`config.mk`:
```
export PLATFORM = sky130hd
export DESIGN_NAME = kmp_stream_matcher
export DESIGN_NICKNAME = d
export VERILOG_FILES = /design/src/hw/rtl/kmp_pkg.sv /design/src/hw/rtl/kmp_ram.sv /design/src/hw/rtl/kmp_stream_matcher.sv
export SDC_FILE = /design/constraint.sdc
export NUM_CORES = 1
export LEC_CHECK = 0
export BUFFER_PORTS_ARGS = -buffer_cell sky130_fd_sc_hd__buf_2
export CORE_MARGIN = 4
export CORE_UTILIZATION = 60
export CTS_CLUSTER_DIAMETER = 120
export DETAILED_ROUTE_END_ITERATION = 8
export GPL_ROUTABILITY_DRIVEN = 0
export GPL_TIMING_DRIVEN = 0
export MAX_ROUTING_LAYER = met4
export PLACE_DENSITY = 0.75
export REMOVE_ABC_BUFFERS = 1
export SYNTH_ARGS = -nofsm -noshare
export SYNTH_HDL_FRONTEND = slang
export SYNTH_SLANG_ARGS = --single-unit
```
`constraint.sdc`:
```
create_clock -name clk -period 8 [get_ports clk]
set_input_delay 2 -clock clk [delete_from_list [all_inputs] [get_ports clk]]
set_output_delay 2 -clock clk [all_outputs]
set_load 0.005 [all_outputs]
```
`src/hw/rtl/kmp_pkg.sv`:
```
`timescale 1ns / 1ps

package kmp_pkg;

  // Pattern store geometry
  localparam int MAX_PATTERN = 64;
  localparam int ALPHABET    = 26;
  localparam int IDX_W       = $clog2(MAX_PATTERN);
  localparam int LEN_W       = $clog2(MAX_PATTERN + 1);
  localparam int LETTER_W    = 5;
  localparam int CMD_W       = 2;
  localparam int CNT_W       = 32;

  // Item commands
  typedef enum logic [CMD_W-1:0] {
    CMD_CLEAR   = 2'd0,
    CMD_APPEND  = 2'd1,
    CMD_TEXT    = 2'd2,
    CMD_RESTART = 2'd3
  } cmd_t;

  // Controller states
  typedef enum logic {
    ST_IDLE = 1'b0,
    ST_WALK = 1'b1
  } state_t;

endpackage

```
`src/hw/rtl/kmp_ram.sv`:
```
`timescale 1ns / 1ps

module kmp_ram #(
  parameter int WIDTH = 8,
  parameter int DEPTH = 64
) (
  input  logic                     clk,
  input  logic                     we,
  input  logic [$clog2(DEPTH)-1:0] waddr,
  input  logic [WIDTH-1:0]         wdata,
  input  logic [$clog2(DEPTH)-1:0] raddr,
  output logic [WIDTH-1:0]         rdata
);

  logic [WIDTH-1:0] mem [DEPTH];
  logic [WIDTH-1:0] rdata_r;

  // One write port, one registered read port
  always_ff @(posedge clk) begin
    if (we) begin
      mem[waddr] <= wdata;
    end
    rdata_r <= mem[raddr];
  end

  assign rdata = rdata_r;

endmodule

```
`src/hw/rtl/kmp_stream_matcher.sv`:
```
`timescale 1ns / 1ps

// Streaming KMP matcher over a 26-letter alphabet.
// An item (in_cmd, in_letter) is taken on a rising edge with start high and
// busy low. Commands: clear pattern/position/count, append a pattern letter,
// feed a text letter, reset the match position only.
// Every item yields one result on the out_ ports, valid for exactly one cycle
// while out_strobe is high; the receiver cannot hold it off.
// Pattern letters and failure links sit in two 64-entry synchronous RAMs.
// Clear, restart, dropped or first appends and text on an empty pattern
// finish in the accept cycle: the result shows the cycle after.
// Appends and text letters walk failure links, one RAM read per cycle;
// the result shows in the cycle after the last step. busy is high during
// the walk. KMP amortizes the links visited to at most one per text
// letter; a single letter may visit up to one less than the current
// pattern length.
// Reset (rst_n low, synchronous) empties the pattern and zeros the position
// and the count; RAM contents are not cleared and need no pass.
module kmp_stream_matcher (
  input  logic                          clk,
  input  logic                          rst_n,
  input  logic                          start,
  output logic                          busy,
  input  logic [kmp_pkg::CMD_W-1:0]     in_cmd,
  input  logic [kmp_pkg::LETTER_W-1:0]  in_letter,
  output logic                          out_strobe,
  output logic                          out_matched,
  output logic [kmp_pkg::CNT_W-1:0]     out_match_total,
  output logic [kmp_pkg::LEN_W-1:0]     out_position,
  output logic                          out_overflow
);
  import kmp_pkg::*;

  state_t                state_r, state_nxt;
  cmd_t                  cmd_r, cmd_nxt;
  logic [LETTER_W-1:0]   let_r, let_nxt;
  logic [IDX_W-1:0]      j_r, j_nxt;
  logic [LEN_W-1:0]      len_r, len_nxt;
  logic [LEN_W-1:0]      pos_r, pos_nxt;
  logic [CNT_W-1:0]      cnt_r, cnt_nxt;
  logic [IDX_W-1:0]      last_fail_r, last_fail_nxt;
  logic                  strobe_r, strobe_nxt;
  logic                  matched_r, matched_nxt;
  logic                  overflow_r, overflow_nxt;

  logic                  accept;
  logic                  hit;
  logic [LEN_W-1:0]      fin;
  logic [CNT_W-1:0]      cnt_inc;

  logic                  ram_we;
  logic [IDX_W-1:0]      ram_waddr;
  logic [LETTER_W-1:0]   pat_wdata, pat_rdata;
  logic [IDX_W-1:0]      fail_wdata, fail_rdata;

  // Pattern letters: entry i holds pattern[i]
  kmp_ram #(.WIDTH(LETTER_W), .DEPTH(MAX_PATTERN)) u_pat_ram (
    .clk   (clk),
    .we    (ram_we),
    .waddr (ram_waddr),
    .wdata (pat_wdata),
    .raddr (j_nxt),
    .rdata (pat_rdata)
  );

  // Failure links: entry i holds the border length of prefix i+1
  kmp_ram #(.WIDTH(IDX_W), .DEPTH(MAX_PATTERN)) u_fail_ram (
    .clk   (clk),
    .we    (ram_we),
    .waddr (ram_waddr),
    .wdata (fail_wdata),
    .raddr (j_nxt - 1'b1),
    .rdata (fail_rdata)
  );

  assign accept  = start && (state_r == ST_IDLE);
  assign hit     = (pat_rdata == let_r) && (let_r < LETTER_W'(ALPHABET));
  assign fin     = LEN_W'(j_r) + LEN_W'(hit);
  assign cnt_inc = (cnt_r != '1) ? cnt_r + 1'b1 : cnt_r;

  // Next state, RAM access and result
  always_comb begin
    state_nxt     = state_r;
    cmd_nxt       = cmd_r;
    let_nxt       = let_r;
    j_nxt         = j_r;
    len_nxt       = len_r;
    pos_nxt       = pos_r;
    cnt_nxt       = cnt_r;
    last_fail_nxt = last_fail_r;
    strobe_nxt    = 1'b0;
    matched_nxt   = 1'b0;
    overflow_nxt  = 1'b0;
    ram_we        = 1'b0;
    ram_waddr     = len_r[IDX_W-1:0];
    pat_wdata     = let_r;
    fail_wdata    = fin[IDX_W-1:0];

    unique case (state_r)
      ST_IDLE: begin
        if (accept) begin
          cmd_nxt = cmd_t'(in_cmd);
          let_nxt = in_letter;
          unique case (cmd_t'(in_cmd))
            CMD_CLEAR: begin
              len_nxt    = '0;
              pos_nxt    = '0;
              cnt_nxt    = '0;
              strobe_nxt = 1'b1;
            end
            CMD_RESTART: begin
              pos_nxt    = '0;
              strobe_nxt = 1'b1;
            end
            CMD_APPEND: begin
              priority if (len_r == LEN_W'(MAX_PATTERN)) begin
                overflow_nxt = 1'b1;
                strobe_nxt   = 1'b1;
              end else if (in_letter >= LETTER_W'(ALPHABET)) begin
                strobe_nxt = 1'b1;
              end else if (len_r == '0) begin
                // first letter: border is empty
                ram_we        = 1'b1;
                ram_waddr     = '0;
                pat_wdata     = in_letter;
                fail_wdata    = '0;
                len_nxt       = LEN_W'(1);
                last_fail_nxt = '0;
                strobe_nxt    = 1'b1;
              end else begin
                j_nxt     = last_fail_r;
                state_nxt = ST_WALK;
              end
            end
            CMD_TEXT: begin
              if (len_r == '0) begin
                // empty pattern matches every letter
                pos_nxt     = '0;
                matched_nxt = 1'b1;
                cnt_nxt     = cnt_inc;
                strobe_nxt  = 1'b1;
              end else begin
                j_nxt     = (pos_r >= len_r) ? last_fail_r : pos_r[IDX_W-1:0];
                state_nxt = ST_WALK;
              end
            end
            default: ;
          endcase
        end
      end
      ST_WALK: begin
        if ((j_r != '0) && !hit) begin
          // follow the failure link, read issued this cycle
          j_nxt = fail_rdata;
        end else begin
          state_nxt  = ST_IDLE;
          strobe_nxt = 1'b1;
          if (cmd_r == CMD_APPEND) begin
            ram_we        = 1'b1;
            len_nxt       = len_r + 1'b1;
            last_fail_nxt = fin[IDX_W-1:0];
          end else begin
            pos_nxt = fin;
            if (fin == len_r) begin
              matched_nxt = 1'b1;
              cnt_nxt     = cnt_inc;
            end
          end
        end
      end
      default: ;
    endcase
  end

  // Control state
  always_ff @(posedge clk) begin
    if (!rst_n) begin
      state_r  <= ST_IDLE;
      len_r    <= '0;
      pos_r    <= '0;
      cnt_r    <= '0;
      strobe_r <= 1'b0;
    end else begin
      state_r  <= state_nxt;
      len_r    <= len_nxt;
      pos_r    <= pos_nxt;
      cnt_r    <= cnt_nxt;
      strobe_r <= strobe_nxt;
    end
  end

  // Payload registers
  always_ff @(posedge clk) begin
    cmd_r       <= cmd_nxt;
    let_r       <= let_nxt;
    j_r         <= j_nxt;
    last_fail_r <= last_fail_nxt;
    matched_r   <= matched_nxt;
    overflow_r  <= overflow_nxt;
  end

  assign busy            = (state_r != ST_IDLE);
  assign out_strobe      = strobe_r;
  assign out_matched     = strobe_r && matched_r;
  assign out_overflow    = strobe_r && overflow_r;
  assign out_match_total = cnt_r;
  assign out_position    = pos_r;

  // Matched prefix never exceeds the pattern
  a_pos_le_len: assert property (@(posedge clk) disable iff (!rst_n)
    pos_r <= len_r)
    else $error("position beyond pattern length");

  // A walk only runs on a non-empty pattern and inside it
  a_walk_in_range: assert property (@(posedge clk) disable iff (!rst_n)
    state_r == ST_WALK |-> (len_r != '0) && (LEN_W'(j_r) < len_r))
    else $error("walk index outside pattern");

  // Each result follows an accepted item or the end of a walk
  a_strobe_source: assert property (@(posedge clk) disable iff (!rst_n)
    strobe_r |-> $past(accept || state_r == ST_WALK))
    else $error("result without item");

  // Overflow flagged only when the store is full
  a_overflow_full: assert property (@(posedge clk) disable iff (!rst_n)
    out_overflow |-> len_r == LEN_W'(MAX_PATTERN))
    else $error("overflow with room left");

  // A match on a non-empty pattern ends at its full length
  a_match_len: assert property (@(posedge clk) disable iff (!rst_n)
    out_matched && (len_r != '0) |-> pos_r == len_r)
    else $error("match short of pattern length");

endmodule

```
==> out/metrics.cfg, run 1 <==
[drt]
firstDrtPassIters = 6
first_iter_violations = 2985
drc_errors = 0
drtAntennaViolNets = 0
drt-total-wl_um = 83100
avgViaCountPerCell = 6.57
routedWlPerCell_um = 25.2
dr_total_vias = 21600

[clock_tree]
htreeDepth = 3
cts_tree = built
hold_buffers = 0
clock-sinks = 784
cts.clk_slew.worst_paths_ps = 60
cts-root-buf = clkbuf_16
clock_latency_ps = 620
cts.path.max_buffers = 3
post-cts-setup-buffers = 0
cts_buffers = 77

[cells_and_area]
nets = 2572
layoutNonFillerInstCount = 3291
drive_gt1_share_pct = 9.76
fin_util_pct = 68.2
area_growth_pct = 11.6
stdcell_area_um2 = 36200

[synthesis]
synth-xor-area-share_pct = 1.56
synth_compound_area_share_pct = 7.21
synth_edf_count = 717
synth_top_family_by_area = simple AND/OR/NAND/NOR gates
muxShareOfSynthArea_pct = 2.82
ys_warn_count = 0
postSynthCellCount = 2536
synth_area_leaders = edfxtp_1, nand2_1, dfxtp_1, nand3_1, mux2i_1
async_flop_share_pct = 0
ys.flop_type = edfxtp_1
avgSynthCellArea_um2 = 12.8
ys_ff_latch = 784
yosysTopAreaCell = edfxtp_1
synth_area_um2 = 32400
synth_cell_type_count = 72
synth_top_area_share_pct = 66.4
seq_area_frac_synth_pct = 70.5
yosys.area_share.adder_pct = 0.579
synth-simple-area-share_pct = 14.6

[sta]
fmax_ghz = 0.131
fin_crit_ps = 7650
maxSlewHeadroom_pct = 2.27
slew_viol_final = 0
report.final.hold_viol_count = 0
setup_tns_ps = 0
rsz0062_at_grt = no
skew_ps = 17.7
tightest_slew_ps = 1460
fin_crit_sh_pct = 95.7
setup_violations = 0
holdWs_ps = 517

[floorplanning]
ioPinCount = 53
die_area_um2 = 57800
die_w_um = 240
die_h_um = 240
initial_core_util_pct = 61.1
rows = 84
core_um2 = 53100

[worst_setup_path]
cp-end-kind = flop
path_max_fanout = 89
crit_type = in -> reg
start_kind = input port
required_ps = 8430
arrival_ps = 8090

[global_route]
grt_max_degree = 119
grt_use_total_pct = 29.5
grt_pass1_vias = 20700
antenna_found_initial = 0
grt_pass1_wl_um = 125000
grt_overflow_total = 0

[flow_run]
max_cap_viol_count = 0

[power_and_ir_drop]
peakVddDrop_mv = 0.209
powerDensity_nw_per_um2 = 282
power.leakage_nw = 12.3

[run_status]
outcome = finished clean

[place]
dp_hpwl_um = 49200
placed_area_um2 = 33700
io_buffers = 52
dp_cells = 3154

[min_path]
hold_path.class = reg -> reg

-- flip-flops by register name (all words and copies together) (netlist names) --
register          cells
out_match_total      32
out_strobe            1
u_fail_ram.mem      384
matched_r             1
busy                  1
u_fail_ram.rdata      6
cmd_r                 2
last_fail_r           6
u_pat_ram.mem       320
let_r                 5
j_r                   6
u_pat_ram.rdata       5
out_position          7
overflow_r            1
len_r                 7
-- synth_stat cells, types with 3 or more instances --
cell type	instances
edfxtp_1	717
nand2_1	540
nand3_1	231
nor2_1	139
buf_2	74
a311oi_1	69
dfxtp_1	67
mux2i_1	61
clkbuf_1	57
a21oi_1	46
o21ai_0	46
xnor2_1	45
a31oi_1	40
and3_1	39
inv_1	37
nor3_1	32
a211oi_1	31
buf_1	24
nor4_1	18
or3_1	18
ha_1	15
nor2b_1	14
a22oi_1	13
a221oi_1	11
mux2_2	11
xor2_1	11
a22o_1	10
nand4_1	10
and2_1	8
mux4_2	8
o21ai_1	7
a32o_1	6
o22ai_1	6
a21o_1	5
o211ai_1	5
o2bb2ai_1	5
o31ai_1	5
a32oi_1	3
buf_4	3
inv_2	3
nand2b_1	3
o21a_1	3
-- placed cells by master (no fill, tap or decap), types with 10 or more instances in the layout --
cell type  netlist  layout
edfxtp_1       717     717
nand2_1        540     540
nand3_1        231     231
nor2_1         139     131
clkbuf_16        0      79
a311oi_1        69      69
dfxtp_1         67      67
mux2i_1         61      60
buf_2           74      53
o21ai_0         46      46
a21oi_1         46      46
xnor2_1         45      41
and3_1          39      39
a31oi_1         40      39
inv_1           37      37
nor3_1          32      32
a211oi_1        31      31
nor4_1          18      18
or3_1           18      18
clkbuf_1        57      17
ha_1            15      15
buf_16           0      15
clkinv_1         2      14
a22oi_1         13      13
nor2b_1         14      12
xor2_1          11      11
clkinv_2         0      11
buf_8            0      11
mux2_2          11      10
a22o_1          10      10
a221oi_1        11      10
nand4_1         10      10
-- critical path, stage by stage --
cell and delay [ps]:
buf_2 120, inv_1 60, ha_1 340, and3b_1 520
o311a_1 300, or3_1 170, nand2_1 110, a211oi_4 860
buf_8 290, buf_16 190, buf_8 200, inv_6 160
buf_16 310, nor2_2 720, xnor2_2 330, buf_6 270
mux4_2 320, a32o_1 330, nor4_1 250, a311oi_1 140
-- cell type report --
type                       instances  area [um2]
inverter                          43         179
tap                              688         861
timing repair buffer              90        1030
clock buffer                      96        2040
antenna                            1        2.50
fill                            3483       16900
clock inverter                    38         350
sequential                       784       22900
multi-input combinational       1551        8840
-- where the power goes --
part / internal [mW] / total, mW / leakage [nW] / switching, mW
sequential: 4.62 / 4.65 / 7.07 / 0.0340
clock: 2.00 / 3.50 / 1.17 / 1.50
combinational: 0.652 / 2.07 / 4.11 / 1.41
total: 7.27 / 10.2 / 12.3 / 2.95
-- metal layers --
metal / vias up / GRT usage, % / part of all wire (%)
li1: 9431 / - / -
met1: 10600 / 39.2 / 38
met2: 1400 / 44.5 / 46
met3: 233 / 7.95 / 12
met4: 0 / 10.6 / 3.8
met5: - / - / 0
-- through the flow --
stage / setup WS, ps / total power [mW]
CTS: 121 / 10.2
floorplan: -7350 / 6.01
global placement: -19390 / 6.73
global route: 163 / 10.5
finish: 345 / 10.2
detailed placement: -808 / 6.71
-- cell families after synthesis --
family / Yosys count
AND/OR/NAND/NOR: 1070
flip-flops: 784
AO/OA/AOI/OAI: 329
buffers and inverters: 201
multiplexers: 80
XOR/XNOR: 57
adder cells (fa/ha/maj): 15
-- what timing repair did --
| item | 4_1_cts | 5_1_grt |
|---|---|---|
| endpoints found under the setup margin | 1 | 5 |
| gates cloned | 0 | 0 |
| resized for setup | 1 | 3 |
-- worst paths after layout --
kind / slack (ps) / end / depth (start not counted) / startpoint
max reg2reg: 980 / u_fail_ram.rdata[5] / 18 / len_r[4]
max: 350 / u_fail_ram.rdata[5] / 20 / in_cmd[1]
min reg2reg: 520 / out_match_total[31] / 2 / out_match_total[31]
min: 520 / out_match_total[31] / 2 / out_match_total[31]
Note: power is estimated with default switching activity, not from simulation.
==> run 2, diff against run 1 <==
Settings changed: CORE_MARGIN 4 to 8, TNS_END_PERCENT set to 1.
==> run 2 against run 1 <==
Compared with the run above:
- core utilization shrank 0.55 points
- sequential share of layout area shrank 0.11 points
- routed wire length grew 0.15%
- setup slack lost 63 ps
- critical path type unchanged
- register-to-register slack lost 170 ps
==> out/metrics.cfg, run 2 (synthesis results as in run 1) <==
[sta]
setup_violations = 0  ; unchanged
slew_viol_final = 0  ; unchanged
fin_crit_sh_pct = 96.5  ; was 95.7%
fin_crit_ps = 7720  ; was 7650 ps
report.final.hold_viol_count = 0  ; unchanged
tightest_slew_ps = 1450  ; was 1460 ps
skew_ps = 24.1  ; was 17.7 ps
setup_tns_ps = 0  ; unchanged
holdWs_ps = 543  ; was 517 ps
rsz0062_at_grt = no  ; unchanged
maxSlewHeadroom_pct = 2.96  ; was 2.27%
fmax_ghz = 0.130  ; was 0.131 GHz

[floorplanning]
core_um2 = 53600  ; was 53100 um2
die_h_um = 248  ; was 240 um
rows = 85  ; was 84
ioPinCount = 53  ; unchanged
die_w_um = 248  ; was 240 um
die_area_um2 = 61700  ; was 57800 um2
initial_core_util_pct = 60.5  ; was 61.1%

[drt]
top_layer = met4  ; unchanged
drtAntennaViolNets = 0  ; unchanged
drc_errors = 0  ; unchanged
avgViaCountPerCell = 6.58  ; was 6.57
first_iter_violations = 3124  ; was 2985
drt-total-wl_um = 83200  ; was 83100 um
routedWlPerCell_um = 25.2  ; about the same
wl_met1_um = 31900  ; was 31600 um
wl_met3_um = 9550  ; was 9910 um
firstDrtPassIters = 7  ; was 6
wl_met2_um = 38500  ; was 38400 um
dr_total_vias = 21800  ; was 21600

[worst_setup_path]
critPathTopFamily = compound AO/OA/AOI/OAI gates  ; was simple AND/OR/NAND/NOR gates
required_ps = 8520  ; was 8430 ps
crit_start = in_letter[1]  ; was in_cmd[1]
path_max_fanout = 126  ; was 89
cp-end-kind = flop  ; unchanged
crit_type = in -> reg  ; unchanged
critPathMostFrequentCell = buf_16
arrival_ps = 8230  ; was 8090 ps
cp_slowest_stage_delay_ps = 980  ; was 860 ps
worst-path-buf-inv = 5  ; was 8
crit_slowest_cell = xnor2_1  ; was a211oi_4
timing.rr.start = let_r[3]  ; was len_r[4]
crit_chain = buf_2, o211ai_1, a21boi_1, mux2_2, a221oi_2, a21o_4, buf_16, buf_16, inv_8, buf_16, nor3_4, nand2_1, xnor2_1, o21ai_0, a211oi_1  ; was buf_2, inv_1, ha_1, and3b_1, o311a_1, or3_1, nand2_1, a211oi_4, buf_8, buf_16, buf_8, inv_6, buf_16, nor2_2, xnor2_2, buf_6, mux4_2, a32o_1, nor4_1, a311oi_1
start_kind = input port  ; unchanged

[cells_and_area]
nets = 2575  ; was 2572
multiInputGateArea_um2 = 8830  ; was 8840 um2
drive_gt1_share_pct = 9.85  ; was 9.76%
final_common_cell = edfxtp_1  ; unchanged
layout_common_cells = edfxtp_1, nand2_1, nand3_1  ; unchanged
ff_latch_area_um2 = 22900  ; unchanged
stdcell_area_um2 = 36200  ; about the same
fill_cells = 3543  ; was 3483
area_growth_pct = 11.8  ; was 11.6%
largest_register = u_fail_ram.mem  ; unchanged
largest_register_ffs = 384  ; unchanged

[min_path]
min_from = out_position[6]  ; was out_match_total[31]
hold_path.class = reg -> reg  ; unchanged

[global_route]
grt_pass1_wl_um = 125000  ; about the same
grt_max_degree = 127  ; was 119
grt_use_total_pct = 26.8  ; was 29.5%
antenna_found_initial = 1  ; was 0
grt_overflow_total = 0  ; unchanged
grt_pass1_vias = 20900  ; was 20700

[clock_tree]
clock-sinks = 784  ; unchanged
cts_buffers = 77  ; unchanged
htreeDepth = 3  ; unchanged
hold_buffers = 0  ; unchanged
cts_tree = built  ; unchanged
cts.clk_slew.worst_paths_ps = 70  ; was 60 ps
post-cts-setup-buffers = 0  ; unchanged
cts.repair.resized = 1  ; unchanged
cts.path.max_buffers = 3  ; unchanged
clock_latency_ps = 640  ; was 620 ps
cts-root-buf = clkbuf_16  ; unchanged

[place]
placed_area_um2 = 33800  ; was 33700 um2
dp_hpwl_um = 49300  ; was 49200 um
io_buffers = 52  ; unchanged

[power_and_ir_drop]
power.leakage_nw = 12.4  ; was 12.3 nW
peakVddDrop_mv = 0.203  ; was 0.209 mV
powerDensity_nw_per_um2 = 283  ; was 282 nW/um2

[run_status]
outcome = finished clean  ; unchanged

[flow_run]
max_cap_viol_count = 0  ; unchanged

==> run 2: cell types whose count changed in the layout (fill, tap and decap cells not counted), moves of 2 or more <==
cell	before	now
clkinv_4	4	0
inv_6	2	6
clkbuf_8	0	2
clkinvlp_4	2	5
buf_12	8	6
buf_8	11	16
==> run 2: power by group <==
| group | switching (mW) | leakage [nW] | internal (mW) |
|---|---|---|---|
| clock | 1.51 | 1.18 | 2.03 |
| combinational | 1.41 | 4.12 | 0.664 |
| sequential | 0.0317 | 7.07 | 4.62 |
| total | 2.95 | 12.4 | 7.31 |
==> run 2: per-layer routing <==
| metal | vias up | GRT usage, % |
|---|---|---|
| met3 | 234 | 6.18 |
| met2 | 1433 | 40.6 |
| met1 | 10700 | 34.9 |
| met4 | 0 | 11.1 |
| li1 | 9439 | - |
| met5 | - | - |
==> run 2: tightest hold or removal path, cell delays in order, from the launching register on <==
cell,delay [ps]
dfxtp_1,320
a21oi_1,120
nor2b_1,50
==> run 2: metrics by stage <==
step                setup slack, ps  power (mW)  std cells  utilization (%)
CTS                             126        10.2       3303             67.5
global placement             -19540        6.73       3126             61.3
floorplan                     -7350        6.01       2378                -
global route                   89.3        10.6       3306             67.6
detailed placement             -820        6.73       3165             63.0
finish                          282        10.3       3306             67.6
==> run 2: area by class of cell <==
cell class,count,area share [%]
Inverter,43,0.494
Sequential cell,784,63.1
Timing Repair Buffer,93,2.93
Multi-Input combinational cell,1551,24.4
Clock inverter,39,0.998
Tap cell,696,2.40
Clock buffer,99,5.72
Antenna cell,1,0.00690
==> run 2: path summary, 6_finish.rpt <==
check,end,slack [ps],cells past startpoint
max reg2reg,u_fail_ram.rdata[0],810,14
max,u_fail_ram.rdata[0],280,15
min reg2reg,out_position[6],540,2
min,out_position[6],540,2
